### src/hw/rtl/rcs_pkg.sv
// ----------------------------------------------------------------------------
// rcs_pkg
// Types, codes and reset values shared by the relay cut sequencer files.
// ----------------------------------------------------------------------------
package rcs_pkg;

  localparam int CFG_W             = 10;
  localparam int TIMER_WIDTH_DEF   = 10;
  localparam int CFG_IDX_W         = 2;

  localparam logic [CFG_W-1:0] CUT_TIME_RST     = CFG_W'(40);
  localparam logic [CFG_W-1:0] SAFETY_LIMIT_RST = CFG_W'(100);
  localparam logic [CFG_W-1:0] COOLDOWN_RST     = CFG_W'(100);

  localparam logic [CFG_IDX_W-1:0] REG_CUT_TIME     = CFG_IDX_W'(0);
  localparam logic [CFG_IDX_W-1:0] REG_SAFETY_LIMIT = CFG_IDX_W'(1);
  localparam logic [CFG_IDX_W-1:0] REG_COOLDOWN     = CFG_IDX_W'(2);

  typedef enum logic [2:0] {
    PH_IDLE     = 3'd0,
    PH_CUT      = 3'd1,
    PH_COOLDOWN = 3'd2,
    PH_WAIT     = 3'd3,
    PH_FAULT    = 3'd4
  } phase_t;

  typedef struct packed {
    logic ms_tick;
    logic press_event;
    logic button_held;
  } in_t;

  typedef struct packed {
    logic       relay_drive;
    logic [2:0] phase_code;
    logic       shift_beep;
    logic       fault_pulse;
  } out_t;

  typedef struct packed {
    logic [CFG_W-1:0] cut_time_ms;
    logic [CFG_W-1:0] safety_limit_ms;
    logic [CFG_W-1:0] cooldown_ms;
  } cfg_t;

endpackage

### src/hw/rtl/relay_cut_sequencer_core.sv
// ----------------------------------------------------------------------------
// relay_cut_sequencer_core
// Poll-driven sequencer for a relay shift cut with safety fault latch.
// ----------------------------------------------------------------------------
// One poll item is taken per clock cycle when the result side keeps up. A
// poll lands in an input register; once the result register is free, the phase
// logic runs on it, updates the phase and timers and loads the result register.
// The result register only stalls the input register when a result is still
// waiting to be taken.
// Configuration writes take effect at the next clock edge.
module relay_cut_sequencer_core import rcs_pkg::*; #(
  parameter int TIMER_WIDTH = TIMER_WIDTH_DEF
) (
  input  logic                 clk,
  input  logic                 rst,
  input  logic                 in_valid,
  output logic                 in_ready,
  input  in_t                  in_data,
  output logic                 out_valid,
  input  logic                 out_ready,
  output out_t                 out_data,
  input  logic                 cfg_we,
  input  logic [CFG_IDX_W-1:0] cfg_index,
  input  logic [CFG_W-1:0]     cfg_wdata
);

  cfg_t                   cfg;
  logic                   s1_valid;
  in_t                    s1_item;
  logic                   s1_adv;
  phase_t                 phase;
  phase_t                 phase_next;
  logic [TIMER_WIDTH-1:0] cut_elapsed;
  logic [TIMER_WIDTH-1:0] cut_elapsed_next;
  logic [TIMER_WIDTH-1:0] cooldown_elapsed;
  logic [TIMER_WIDTH-1:0] cooldown_elapsed_next;
  out_t                   result;

  assign s1_adv   = s1_valid && (!out_valid || out_ready);
  assign in_ready = !s1_valid || s1_adv;

  always_ff @(posedge clk) begin
    if (rst) begin
      cfg.cut_time_ms     <= CUT_TIME_RST;
      cfg.safety_limit_ms <= SAFETY_LIMIT_RST;
      cfg.cooldown_ms     <= COOLDOWN_RST;
    end else if (cfg_we) begin
      case (cfg_index)
        REG_CUT_TIME:     cfg.cut_time_ms     <= cfg_wdata;
        REG_SAFETY_LIMIT: cfg.safety_limit_ms <= cfg_wdata;
        REG_COOLDOWN:     cfg.cooldown_ms     <= cfg_wdata;
        default: ;
      endcase
    end
  end

  always_ff @(posedge clk) begin
    if (rst) begin
      s1_valid <= 1'b0;
    end else if (in_ready) begin
      s1_valid <= in_valid;
    end
  end

  always_ff @(posedge clk) begin
    if (in_valid && in_ready) begin
      s1_item <= in_data;
    end
  end

  rcs_step #(
    .TIMER_WIDTH(TIMER_WIDTH)
  ) u_step (
    .phase                 (phase),
    .cut_elapsed           (cut_elapsed),
    .cooldown_elapsed      (cooldown_elapsed),
    .cfg                   (cfg),
    .item                  (s1_item),
    .phase_next            (phase_next),
    .cut_elapsed_next      (cut_elapsed_next),
    .cooldown_elapsed_next (cooldown_elapsed_next),
    .result                (result)
  );

  // state moves only when the item's result is loaded
  always_ff @(posedge clk) begin
    if (rst) begin
      phase            <= PH_IDLE;
      cut_elapsed      <= '0;
      cooldown_elapsed <= '0;
    end else if (s1_adv) begin
      phase            <= phase_next;
      cut_elapsed      <= cut_elapsed_next;
      cooldown_elapsed <= cooldown_elapsed_next;
    end
  end

  always_ff @(posedge clk) begin
    if (rst) begin
      out_valid <= 1'b0;
    end else if (s1_adv) begin
      out_valid <= 1'b1;
    end else if (out_ready) begin
      out_valid <= 1'b0;
    end
  end

  always_ff @(posedge clk) begin
    if (s1_adv) begin
      out_data <= result;
    end
  end

  // fault is latched until reset
  a_fault_latched: assert property (@(posedge clk) disable iff (rst)
    (phase == PH_FAULT) |=> (phase == PH_FAULT))
    else $error("fault phase left without reset");

  a_fault_pulse_phase: assert property (@(posedge clk) disable iff (rst)
    (out_valid && out_data.fault_pulse) |-> (out_data.phase_code == PH_FAULT))
    else $error("fault pulse outside fault phase");

  a_beep_starts_cut: assert property (@(posedge clk) disable iff (rst)
    (out_valid && out_data.shift_beep) |-> (out_data.relay_drive &&
      (out_data.phase_code == PH_CUT)))
    else $error("beep without cut start");

endmodule

### src/hw/rtl/rcs_step.sv
// ----------------------------------------------------------------------------
// rcs_step
// Next-state and result logic for one poll of the cut sequencer.
// ----------------------------------------------------------------------------
module rcs_step import rcs_pkg::*; #(
  parameter int TIMER_WIDTH = TIMER_WIDTH_DEF
) (
  input  phase_t                 phase,
  input  logic [TIMER_WIDTH-1:0] cut_elapsed,
  input  logic [TIMER_WIDTH-1:0] cooldown_elapsed,
  input  cfg_t                   cfg,
  input  in_t                    item,
  output phase_t                 phase_next,
  output logic [TIMER_WIDTH-1:0] cut_elapsed_next,
  output logic [TIMER_WIDTH-1:0] cooldown_elapsed_next,
  output out_t                   result
);

  // compare width covers both the timer and the register
  localparam int CW = (TIMER_WIDTH > CFG_W) ? TIMER_WIDTH : CFG_W;

  logic [TIMER_WIDTH-1:0] cut_cnt;
  logic [TIMER_WIDTH-1:0] cool_cnt;
  logic                   safety_hit;
  logic                   cut_done;
  logic                   cool_done;

  // saturating count on tick
  assign cut_cnt  = (item.ms_tick && (cut_elapsed != '1)) ?
                    cut_elapsed + TIMER_WIDTH'(1) : cut_elapsed;
  assign cool_cnt = (item.ms_tick && (cooldown_elapsed != '1)) ?
                    cooldown_elapsed + TIMER_WIDTH'(1) : cooldown_elapsed;

  assign safety_hit = CW'(cut_cnt)  >= CW'(cfg.safety_limit_ms);
  assign cut_done   = CW'(cut_cnt)  >= CW'(cfg.cut_time_ms);
  assign cool_done  = CW'(cool_cnt) >= CW'(cfg.cooldown_ms);

  always_comb begin
    phase_next            = phase;
    cut_elapsed_next      = cut_elapsed;
    cooldown_elapsed_next = cooldown_elapsed;
    case (phase)
      PH_IDLE: begin
        if (item.press_event) begin
          cut_elapsed_next = '0;
          phase_next       = PH_CUT;
        end
      end
      PH_CUT: begin
        cut_elapsed_next = cut_cnt;
        // safety limit wins over the normal end of cut
        if (safety_hit) begin
          phase_next = PH_FAULT;
        end else if (cut_done) begin
          cooldown_elapsed_next = '0;
          phase_next            = PH_COOLDOWN;
        end
      end
      PH_COOLDOWN: begin
        cooldown_elapsed_next = cool_cnt;
        if (cool_done) begin
          phase_next = PH_WAIT;
        end
      end
      PH_WAIT: begin
        if (!item.button_held) begin
          phase_next = PH_IDLE;
        end
      end
      default: begin
        phase_next = PH_FAULT;
      end
    endcase
  end

  always_comb begin
    result.relay_drive = (phase_next == PH_CUT);
    result.phase_code  = phase_next;
    result.shift_beep  = (phase == PH_IDLE) && item.press_event;
    result.fault_pulse = (phase == PH_CUT) && safety_hit;
  end

endmodule
### config.mk
export PLATFORM = sky130hd
export DESIGN_NAME = relay_cut_sequencer_core
export DESIGN_NICKNAME = d
export VERILOG_FILES = /design/src/hw/rtl/rcs_pkg.sv /design/src/hw/rtl/relay_cut_sequencer_core.sv /design/src/hw/rtl/rcs_step.sv
export SDC_FILE = /design/constraint.sdc
export NUM_CORES = 1
export LEC_CHECK = 0
export BUFFER_PORTS_ARGS = -buffer_cell sky130_fd_sc_hd__buf_4
export CAP_MARGIN = 20
export CORE_AREA = 4 4 129 131
export DETAILED_ROUTE_END_ITERATION = 8
export DIE_AREA = 0 0 133 135
export GPL_TIMING_DRIVEN = 0
export SYNTH_ARGS = -nofsm -noshare
export SYNTH_HDL_FRONTEND = slang
export SYNTH_SLANG_ARGS = --single-unit
### constraint.sdc
create_clock -name clk -period 3.7 [get_ports clk]
set_input_delay 0.185 -clock clk [delete_from_list [all_inputs] [get_ports clk]]
set_output_delay 0.185 -clock clk [all_outputs]
set_load 0.05 [all_outputs]
==> results.md, run 1 <==
Setup path:
- The worst path arrival time is between 3000 and 4000 ps.
- The slowest stage of the critical path belongs to the cell o31ai_4.
- In this run the worst path has a maximum fanout of 10.
- The critical path in this run is classified as flop to flop.
- STA classifies the critical path startpoint as a flop.
- The required time of the worst setup path is roughly 4000 ps.
- The cell that appears most often on the critical path is ha_1.
- The largest stage delay on the critical path is 570 ps.
- The category of the worst setup path capture point is a flop.
- Walking the worst path, the cells encountered are ha_1 > nand2_1 > o31a_1 > xnor2_1 > ha_1 > nand2b_1 > a21o_1 > a21oi_2 > nand2_2 > o31ai_4 > a311oi_1.

Pwr:
- The total power of the final layout is around 1.7 mW.
- The peak ir drop on the vdd network is 0.191 mV.
- The analysis attributes to cell leakage a power of 1.75 nW.
- Power spread over the standard cell area amounts to 391 nW/um^2.

Clock tree:
- The number of H-tree levels is 3.
- TritonCTS built the clock tree.
- The worst-skew pair later-pin latency is 330 ps.
- After clock tree synthesis, the repair step resized 0 gates.
- Counting along the longest clock path gives a buffer depth of 2.
- The number of clock buffers added by TritonCTS is 9.
- The clock-pin slew on the worst setup and hold paths is around 60 ps.
- The number of hold buffers added after CTS is 0.
- The clock sink count is 64.
- The post-CTS repair timing setup buffer count is 0.
- The clock tree root driver cell is clkbuf_16.

Cells and area:
- The total inserted antenna cells is 0.
- The total of fill cells in the finished design is 1670.
- The area growth from synthesis to final layout is 21.0%.
- Cells with a size suffix above 1 make up 12.9% of the layout.
- After the last flow step, the layout net total stands at 519.

Die:
- Pin placement for this block handled 28 I/O pins.
- In this run the standard cell core region covers 15600 um^2.
- The floorplan step defined a die boundary enclosing approximately 18000 um^2.
- The number of cell rows is 46.
- The die extent in x is 133 um.
- The die height is around 140 um.
- The starting density of the core is between 20% and 30%.

STA:
- The transition time at the pin with the least slew margin is 765 ps.
- The max-slew violation count is 0.
- In the finished design, the share of the clock period the worst path needs comes to 88.2%.
- Setup repair after global routing left no endpoint under its margin.
- The number of setup violations in the final report is 0.
- The total count of hold-check failures in the final report was 0.
- Hold timing on the final database bottoms out at a slack of 33.5 ps.
- Across the routed clock network, the largest skew measured is 7.51 ps.
- Headroom to the max-slew limit came out at 48.8%.
- Adding up every negative setup slack in the final design gives 0 ps.
- The fmax is 0.307 GHz.
- The minimum period implied by the final worst setup slack is ~3300 ps.

Yosys:
- The mapped netlist covers 3630 um^2.
- The fraction of the yosys area taken by sequential cells is 37.7%.
- Counting flops with an async set or reset pin after synthesis yields a share of 0%.
- For this run, the leading register cell type out of synthesis is dfxtp_1.
- The register bit total from synthesis is 64.
- The synthesized design contains 9 enable-type register cells.
- The synthesis warning total is 0.
- The post-synthesis cell count is 429.
- The number of library cell types mapped by synthesis is 62.
- The number of nets in the synthesized netlist is 481.
- Averaged over all synthesized cells, the footprint is 8.47 um^2.

Detailed routing:
- The post-detailed-route DRC marker count is 0.
- Dividing the detail-routed via count by the number of cells gives 4.55.
- Wires add up to 9150 um.
- The antenna violation net count after detailed routing is 0.
- The starting DRC count in detailed routing is 174.
- The first TritonRoute pass finished after 4 iterations.
- The detailed-route wire length per cell is 13.3 um.
- Detailed routing inserted a total of approximately 3.1k vias.

Place:
- The wire-length estimate of the detail-placed layout is 7050 um.
- The count of input and output buffers is 27.
- The congestion estimate from routability-driven global placement came to 0.827.

Global routing:
- Global routing used 10.8% of the available tracks.
- The global-route wire length before repair is 15500 um.
- The overflow left after global routing is 0.
- The via count of the first global-routing pass is 3169.
- The pin count of the biggest net entering global routing is 15.
- The initial antenna violation count was 0.

Flow run:
- The total of max-cap violations is 0.

Worst hold path:
- In this run the worst hold path is classified as input pin to flop.

Run status:
- The flow ran to the end, and the final reports show no timing, DRC or antenna violations.
==> worst max-delay path: cells and delay by family, from the launching register on <==
kind	cells	cell delay, ps
DFF	1	400
and+or+nand+nor	3	380
AOI/OAI and AO/OA	5	1540
adders and majority gates	2	500
xor gates and xnor gates	1	300
==> layer usage <==
layer | global-route usage (%) | vias up | wire length (um)
li1 | - | 1586 | -
met1 | 12.7 | 1474 | 4110
met2 | 18.8 | 51 | 4520
met3 | 2.83 | 18 | 282
met4 | 4.33 | 0 | 234
met5 | 0 | - | 0
==> worst paths after layout <==
path	from	endpoint	slack [ps]	cells past startpoint
max	cut_elapsed[0]	cooldown_elapsed[2]	440	11
min	in_data[2]	s1_item[2]	30	1
max reg2reg	cut_elapsed[0]	cooldown_elapsed[2]	440	11
min reg2reg	cfg[14]	cfg[14]	460	2
==> power by group <==
group	switching (mW)	total [mW]	internal (mW)
logic	0.0932	0.150	0.0565
clock network	0.311	0.832	0.522
registers	0.0121	0.739	0.727
total	0.416	1.72	1.31
==> cells in the final DEF, fill, tap and decap left out, drive strengths merged, types with 5 or more instances in the layout <==
master / netlist / final
nand3: 9 / 9
nand3b: 5 / 5
o2bb2ai: 5 / 5
edfxtp: 9 / 9
nand2: 64 / 64
a21oi: 35 / 35
buf: 3 / 30
ha: 32 / 32
a21o: 5 / 5
dfxtp: 55 / 55
nand4: 9 / 9
inv: 32 / 33
a211o: 5 / 5
a211oi: 5 / 5
clkbuf: 9 / 20
nand2b: 6 / 6
o21ai: 11 / 11
xor2: 7 / 7
nor2: 52 / 52
xnor2: 8 / 8
==> sequential cells by signal, summed over array words and instances (netlist names) <==
register / flops
cfg: 30
cooldown_elapsed: 10
cut_elapsed: 10
out_data: 6
out_valid: 1
phase: 3
s1_item: 3
s1_valid: 1
==> through the flow <==
step	std cells	setup slack, ps	utilization [%]	cell area [um^2]
finish	688	438	28.2	4400
global route	688	127	28.2	4400
CTS	688	404	28.2	4400
detailed placement	672	422	26.3	4110
global placement	672	476	26.3	4110
floorplan	429	911	-	3630
==> cell usage after synthesis, drive strengths merged (2+ instances only) <==
library cell	count	area [um^2]
nand2	64	243
dfxtp	55	1100
nor2	52	198
a21oi	35	179
ha	32	400
inv	32	120
o21ai	11	55.1
clkbuf	9	36.3
edfxtp	9	270
nand3	9	45.0
nand4	9	56.3
xnor2	8	70.1
xor2	7	61.3
nand2b	6	37.5
a211o	5	43.8
a211oi	5	37.5
a21o	5	37.5
nand3b	5	37.5
o2bb2ai	5	43.8
a311oi	4	35.0
and2	4	26.3
and3	4	25.0
mux2	4	45.0
mux2i	4	40.0
nor3	4	31.3
a22oi	3	22.5
and4	3	26.3
buf	3	13.8
nor3b	3	32.5
o21a	3	22.5
o31a	2	17.5
o31ai	2	33.8
or2	2	12.5
or3	2	12.5
or3b	2	17.5
==> cell type report <==
class	count	area, um^2	share of cell area [%]
plain buffers	12	50.0	1.14
repair buffers	27	203	4.61
multi-input cells	320	2090	47.5
well taps	216	270	6.15
flip-flops and latches	64	1370	31.2
clock inverters	5	57.6	1.31
inverters	33	124	2.82
clock buffers	11	233	5.29
==> logic make-up after synthesis <==
group	share of synthesized area, %
AND/OR/NAND/NOR	23.1
AO/OA/AOI/OAI	17.5
flip-flops	37.7
buffers and inverters	4.78
adder cells (fa/ha/maj)	11.0
XOR/XNOR	3.61
multiplexers	2.34
(Power assumes the default switching activity.)
==> run 2: changes to the inputs <==
ABC_AREA = 1   (was not set)
CORE_AREA = 4 4 131 133   (was 4 4 129 131)
DIE_AREA = 0 0 135 137   (was 0 0 133 135)
==> results.md, run 2 <==
Run status:
- Status: finished clean (unchanged).

STA:
- The transition time at the pin with the least slew margin is 627 ps (was 765 ps).
- The max-slew headroom at the worst pin was 58.2% (was 48.8%).
- The worst-case clock skew is 9.86 ps (was 7.51 ps).
- Setup repair after global routing missed its margin: false (unchanged).
- The fmax came to 0.327 GHz (was 0.307 GHz).
- The minimum period implied by the final worst setup slack is 3060 ps (was 3260 ps).
- The total count of hold-check failures in the final report is 0 (unchanged).
- The number of setup violations in the final report is 0 (unchanged).
- The share of the cycle needed by the critical path after routing was 82.7% (was 88.2%).
- The max-slew violation count was 0 (unchanged).
- The sum of negative setup slack is 0 ps (unchanged).

Detailed routing:
- The number of vias after detailed routing is 3353 (was 3129).
- The starting DRC count in detailed routing was 191 (was 174).
- The total met3 wirelength after detailed routing came to 232 um (was 282 um).
- The antenna violation net count after detailed routing is 0 (unchanged).
- The top routing layer in use is met4 (unchanged).
- The detailed-route wire length per cell is 11.3 um (was 13.3 um).
- The total wire length is 8940 um (was 9150 um).
- The detailed-routing iteration count for the pre-antenna-repair pass was 4 (unchanged).
- The routed metal-1 wire length is 4120 um (was 4110 um).
- The via count normalized by instance count came to 4.24 (was 4.55).
- The met2 wire length came to 4420 um (was 4520 um).
- The post-detailed-route DRC marker count is 0 (unchanged).

Place:
- The HPWL after detailed placement was 7010 um (was 7050 um).
- The final weighted congestion of routability-driven global placement is 0.834 (was 0.827).
- The count of input and output buffers is 26 (was 27).

Setup path:
- The required time of the worst setup path was 3890 ps (about the same).
- The maximum fanout along the worst path is 10 (unchanged).
- The critical path startpoint category is a flop (unchanged).
- The type of the worst setup path is flop to flop (unchanged).
- The category of the worst setup path capture point is a flop (unchanged).
- The worst path arrival time came to 3250 ps (was 3450 ps).
- The count of cells along the worst register-to-register path was 15 (was 11).

Pwr:
- The total power of the final layout is 1.88 mW (was 1.72 mW).
- The areal power density over the cells was 410 nW/um^2 (was 391 nW/um^2).
- The peak ir drop on the vdd network is 0.185 mV (was 0.191 mV).
- The leakage power figure is 2.07 nW (was 1.75 nW).

Cells and area:
- Largest registers ranked by flip-flop count: cfg: 30 flops, cooldown_elapsed: 10 flops, cut_elapsed: 10 flops (unchanged).
- The total inserted antenna cells came to 0 (unchanged).
- The flip-flop count of the largest register after layout is 30 (unchanged).
- Commonest cells after routing, fill and taps aside: 140 x nand2_1, 82 x inv_1, 55 x dfxtp_1, 50 x a21oi_1 (was 63 x nand2_1, 55 x dfxtp_1, 51 x nor2_1, 34 x a21oi_1).
- The register containing the most flip-flops in the final layout was cfg (unchanged).
- The core occupancy in the finished layout was 29.1% (was 28.2%).
- The area growth from synthesis to final layout is 20.7% (was 21.0%).
- The commonest non-fill, non-tap cell in the layout is nand2_1 (unchanged).
- The proportion of layout cells with a drive suffix above 1 is 11.5% (was 12.9%).
- The layout net count came to 622 (was 519).

Yosys:
- The cell taking the most area after synthesis is dfxtp_1 (unchanged).
- The main flop type after synthesis is dfxtp_1 (unchanged).
- The cell with the most instances after synthesis is nand2_1 (unchanged).
- The mean instance size in the synthesized netlist is 7.15 um^2 (was 8.47 um^2).
- The number of flops mapped to enable cells by yosys was 9 (unchanged).
- The number of library cell types mapped by synthesis came to 34 (was 62).
- The share of the synthesized area in the top cell type is 28.9% (was 30.3%).
- The netlist area before placement came to 3810 um^2 (was 3630 um^2).
- Most instantiated cells after synthesis: 140 x nand2_1, 82 x inv_1, 55 x dfxtp_1 (was 63 x nand2_1, 55 x dfxtp_1, 51 x nor2_1).
- The post-synthesis cell count is 533 (was 429).
- Leading post-synthesis cells by cell area: dfxtp_1 29%, nand2_1 14%, ha_1 11%, inv_1 8.1%, edfxtp_1 7.1% (was dfxtp_1 30%, ha_1 11%, edfxtp_1 7.4%, nand2_1 6.5%, nor2_1 5.3%).
- The register bit total from synthesis is 64 (unchanged).
- The share of synthesized registers carrying an async set or reset is 0% (unchanged).
- The fraction of the yosys area taken by sequential cells is 36.0% (was 37.7%).
- The synthesis warning total is 0 (unchanged).
- The number of nets in the synthesized netlist was 585 (was 481).

Global routing:
- The global-route wire length before repair is 15200 um (was 15500 um).
- The pin count of the biggest net entering global routing was 14 (was 15).
- The all-layer global routing usage is 10.2% (was 10.8%).
- The overflow left after global routing is 0 (unchanged).
- The initial antenna violation count is 0 (unchanged).
- The via count of the first global-routing pass was 3198 (was 3169).

Clock tree:
- The maximum number of buffers from clock root to sink is 2 (unchanged).
- The clock tree from TritonCTS is done (unchanged).
- The number of hold buffers added after CTS is 0 (unchanged).
- The post-cts sizing count is 0 (unchanged).
- The number of clock buffers inserted by TritonCTS is 9 (unchanged).
- The worst-skew pair later-pin latency was 330 ps (about the same).
- The clock-pin slew on the worst setup and hold paths is 60 ps (about the same).
- The clock tree root driver cell is clkbuf_16 (unchanged).
- The clock sink count is 64 (unchanged).
- The post-CTS repair timing setup buffer count is 0 (unchanged).
- The number of H-tree levels is 3 (unchanged).

Die:
- The starting density of the core was 24.1% (was 23.3%).
- The number of cell rows came to 46 (unchanged).
- The die area is 18500 um^2 (was 18000 um^2).
- The area of the core is 15800 um^2 (was 15600 um^2).
- The die height is 137 um (was 135 um).
- The die extent in x is 135 um (was 133 um).
- The number of ports placed on the die boundary came to 28 (unchanged).

Worst hold path:
- The path type of the worst min-delay path was input pin to flop (unchanged).
- The number of instances on the worst hold path is 1 (unchanged).

Flow run:
- The total of max-cap violations came to 0 (unchanged).
## run 2: metal layers
layer / vias up / GRT usage (%)
met5: - / 0
met4: 0 / 3.92
met3: 16 / 2.17
met2: 36 / 18.1
met1: 1499 / 12.2
li1: 1802 / -
## run 2: critical path, cell delays in order (launching register included)
cell and delay [ps]:
dfxtp_1 420, ha_1 240, nand3_2 110, nor2_2 170, nand4_2 120, nand2_4 150, inv_4 80, a21boi_1 230
ha_1 290, a21o_1 190, nor2_1 100, nand3_1 120, nand2_1 100, nand3_1 340, nand2_1 170, a21oi_1 70
## run 2: final cells by class
cell class                 count  area (um^2)
fill                        1723        11200
tap                          216          270
multi-input combinational    369         2050
clock inverter                 6         72.6
clock buffer                  10          250
timing repair buffer          26          195
inverter                      90          343
sequential                    64         1370
buffer                        10         45.0
## run 2: worst paths after layout
| kind | startpoint | endpoint | slack (ps) |
|---|---|---|---|
| max | cut_elapsed[0] | cooldown_elapsed[5] | 640 |
| min | in_data[1] | s1_item[1] | 30 |
| max reg2reg | cut_elapsed[0] | cooldown_elapsed[5] | 640 |
| min reg2reg | cfg[11] | cfg[11] | 460 |
## run 2: logic make-up after synthesis
group	count (synthesis)	synth area share [%]
adders and majority gates	32	10.5
AOI/OAI and AO/OA	96	13.8
and+or+nand+nor	230	27.0
buffers and inverters	100	10.2
DFF	64	36.0
xor gates and xnor gates	11	2.53
## run 2: power breakdown
| group | leakage (nW) | switching (mW) | internal [mW] | total [mW] |
|---|---|---|---|---|
| clock | 0.155 | 0.338 | 0.569 | 0.907 |
| sequential | 0.534 | 0.0134 | 0.734 | 0.748 |
| combinational | 1.38 | 0.149 | 0.0796 | 0.228 |
## run 2: stage by stage
step	cells	setup WS [ps]	hold WS (ps)	area [um^2]
after global routing	791	271	26.4	4600
after detailed placement	775	621	364	4280
final	791	640	33.5	4600
after global placement	775	655	365	4280
after CTS	791	612	22.6	4600
after floorplan	533	1230	284	3810
==> run 3: changes to the inputs <==
clock period = 2.85 ns   (was 3.7 ns; I/O delays follow)
==> results.md, run 3 (synthesis results as in run 2) <==
Clock tree:
- The number of clock buffers inserted by TritonCTS is 9 (unchanged).
- The clock-pin slew on the worst setup and hold paths is 60 ps (about the same).
- The worst-skew pair later-pin latency is 330 ps (about the same).
- The clock tree root driver cell is clkbuf_16 (unchanged).
- The clock tree from TritonCTS is done (unchanged).
- The maximum number of buffers from clock root to sink is 2 (unchanged).
- The clock sink count came to 64 (unchanged).
- The number of H-tree levels is 3 (unchanged).

STA:
- The sum of negative setup slack came to 0 ps (unchanged).
- The max-slew headroom at the worst pin is 57.4% (was 58.2%).
- The transition time at the pin with the least slew margin came to 640 ps (was 627 ps).
- The share of the cycle needed by the critical path after routing is 93.4% (was 82.7%).
- The worst-case clock skew is 9.33 ps (was 9.86 ps).
- The max-slew violation count was 0 (unchanged).
- The setup slack of the critical path after layout is 189 ps (was 640 ps).
- The worst-case hold slack was 46.1 ps (was 33.5 ps).
- The minimum period implied by the final worst setup slack came to 2660 ps (was 3060 ps).
- The total count of hold-check failures in the final report is 0 (unchanged).
- The fmax was 0.376 GHz (was 0.327 GHz).
- The number of setup violations in the final report is 0 (unchanged).

Detailed routing:
- The top routing layer in use was met4 (unchanged).
- The detailed-routing iteration count for the pre-antenna-repair pass is 4 (unchanged).
- The routed metal-1 wire length is 4310 um (was 4120 um).
- The via count normalized by instance count is 4.25 (was 4.24).
- The antenna violation net count after detailed routing was 0 (unchanged).
- The starting DRC count in detailed routing was 222 (was 191).
- The detailed-route wire length per cell was 11.6 um (was 11.3 um).
- The total met3 wirelength after detailed routing is 271 um (was 232 um).
- The post-detailed-route DRC marker count was 0 (unchanged).
- The met2 wire length is 4620 um (was 4420 um).
- The number of vias after detailed routing is 3428 (was 3353).
- The total wire length is 9370 um (was 8940 um).

Pwr:
- The internal power is 1.81 mW (was 1.38 mW).
- The total power of the final layout is 2.47 mW (was 1.88 mW).
- The portion of total power attributed to sequential cells is 39.3% (was 39.7%).
- The leakage power figure came to 2.16 nW (was 2.07 nW).
- The clock power share is 47.7% (was 48.2%).
- The peak ir drop on the vdd network is 0.241 mV (was 0.185 mV).
- The switching portion of total power came to 26.8% (was 26.6%).
- The power dissipated by switching net loads is 661 uW (was 500 uW).
- The areal power density over the cells came to 511 nW/um^2 (was 410 nW/um^2).
- The share of total power in combinational logic is 13.0% (was 12.1%).

Place:
- The pre-CTS setup slack is -229 ps (was 621 ps).
- The count of input and output buffers is 26 (unchanged).
- The HPWL after detailed placement was 7010 um (unchanged).
- The final weighted congestion of routability-driven global placement is 0.834 (unchanged).
- The total placed cells including tap cells came to 775 (unchanged).

Cells and area:
- The flip-flop and latch area came to 1380 um^2 (was 1370 um^2).
- The total inserted antenna cells is 0 (unchanged).
- The number of standard cells in the layout, taps in and fillers out is 806 (was 791).
- Largest registers ranked by flip-flop count: cfg: 30 flops, cooldown_elapsed: 10 flops, cut_elapsed: 10 flops (unchanged).
- The commonest non-fill, non-tap cell in the layout was nand2_1 (unchanged).
- The total of fill cells in the finished design came to 1698 (was 1723).
- The proportion of layout cells with a drive suffix above 1 came to 16.3% (was 11.5%).
- The area growth from synthesis to final layout came to 26.9% (was 20.7%).
- The area occupied by multi-input gates is 2160 um^2 (was 2050 um^2).
- The flip-flop count of the largest register after layout is 30 (unchanged).
- The layout net count is 637 (was 622).
- The register containing the most flip-flops in the final layout is cfg (unchanged).
- Commonest cells after routing, fill and taps aside: 137 x nand2_1, 81 x inv_1, 51 x dfxtp_1, 50 x a21oi_1, 37 x buf_4 (was 140 x nand2_1, 82 x inv_1, 55 x dfxtp_1, 50 x a21oi_1).

Setup path:
- The critical path startpoint category is a flop (unchanged).
- The worst path arrival time came to 2850 ps (was 3250 ps).
- The maximum fanout along the worst path is 8 (was 10).
- Cells along the critical path: ha_4 > nand3_4 > nor2_4 > nand4_2 > nand2_4 > buf_4 > buf_4 > nand2_1 > nand2_1 > inv_2 > ha_1 > nand2_1 > nor2_1 > nand3_1 > nand4_1 > buf_4 > nand3_4 > nand2_1 > a21oi_1 (was ha_1 > nand3_2 > nor2_2 > nand4_2 > nand2_4 > inv_4 > a21boi_1 > ha_1 > a21o_1 > nor2_1 > nand3_1 > nand2_1 > nand3_1 > nand2_1 > a21oi_1).
- The largest stage delay on the critical path came to 380 ps (was 420 ps).
- The required time of the worst setup path was 3040 ps (was 3890 ps).
- The cell that appears most often on the critical path is nand2_1.
- The register-to-register path setup slack came to 190 ps (was 640 ps).
- The critical-path cell with the highest stage delay is dfxtp_4 (was dfxtp_1).
- The category of the worst setup path capture point is a flop (unchanged).
- The type of the worst setup path is flop to flop (unchanged).

Flow run:
- The total of max-cap violations is 0 (unchanged).

Global routing:
- The via count of the first global-routing pass is 3223 (was 3198).
- The global-route wire length before repair was 15200 um (about the same).
- The overflow left after global routing was 0 (unchanged).
- The all-layer global routing usage was 10.3% (was 10.2%).
- The initial antenna violation count is 0 (unchanged).
- The pin count of the biggest net entering global routing is 14 (unchanged).

Die:
- The die area is 18500 um^2 (unchanged).
- The die height came to 137 um (unchanged).
- The number of cell rows was 46 (unchanged).
- The die extent in x is 135 um (unchanged).
- The starting density of the core was 24.1% (unchanged).
- The number of ports placed on the die boundary came to 28 (unchanged).
- The area of the core was 15800 um^2 (unchanged).

Worst hold path:
- The path type of the worst min-delay path is input pin to flop (unchanged).

Run status:
- Status: finished clean (unchanged).
## run 3: cell count changes in the layout (fill, tap and decap cells not counted), moves of 3 or more
cell / change
buf_4: +11
dfxtp_1: -4
dfxtp_4: +3
dlygate4sd3_1: +3
nand2_1: -3
nand3_1: -3
nand3_4: +3
## run 3: area by class of cell
| type | instances | share of cell area, % |
|---|---|---|
| clock inverters | 6 | 1.50 |
| well taps | 216 | 5.59 |
| flip-flops and latches | 64 | 28.6 |
| clock buffers | 10 | 5.18 |
| repair buffers | 40 | 6.37 |
| inverters | 90 | 7.09 |
| multi-input cells | 370 | 44.7 |
| plain buffers | 10 | 0.932 |
## run 3: path summary, 6_finish.rpt
kind | start | end | cells after the start
worst max register to register | cut_elapsed[0] | cooldown_elapsed[5] | 19
worst max-delay path | cut_elapsed[0] | cooldown_elapsed[5] | 19
worst min register to register | cfg[11] | cfg[11] | 2
worst min-delay path | cfg_wdata[5] | cfg[25] | 3
## run 3: per-layer routing
layer	track usage (%)	vias up
met4	3.92	0
li1	-	1836
met5	0	-
met2	18.2	45
met1	12.3	1531
met3	2.17	16
## run 3: through the flow
step	instance area, um^2	util, %
final	4830	30.5
after global routing	4830	30.5
after global placement	4280	27.0
after floorplan	3810	-
after detailed placement	4280	27.0
after CTS	4650	29.4
## run 3: power by group through the flow
stage | registers, mW | clock network [mW] | logic, mW
detailed placement | 0.991 | 0 | 0.300
CTS | 0.972 | 1.21 | 0.306
global route | 0.973 | 1.24 | 0.367
finish | 0.969 | 1.18 | 0.322
global placement | 0.990 | 0 | 0.295
floorplan | 1.01 | 0 | 0.187
## run 3: worst max-delay path: cells and delay by family, from the launching register on
kind | cells | cell delay, ps
buffers and inverters | 4 | 420
DFF | 1 | 380
AOI/OAI and AO/OA | 1 | 60
and+or+nand+nor | 12 | 1230
adders and majority gates | 2 | 420
## run 3: timing repair
item,CTS,global route
hold buffers,3,0
cloned,0,1
endpoints found under the setup margin,13,16
endpoints found under the hold margin,3,0
gates resized for setup,7,22
setup buffers,0,11
pin swaps,0,6
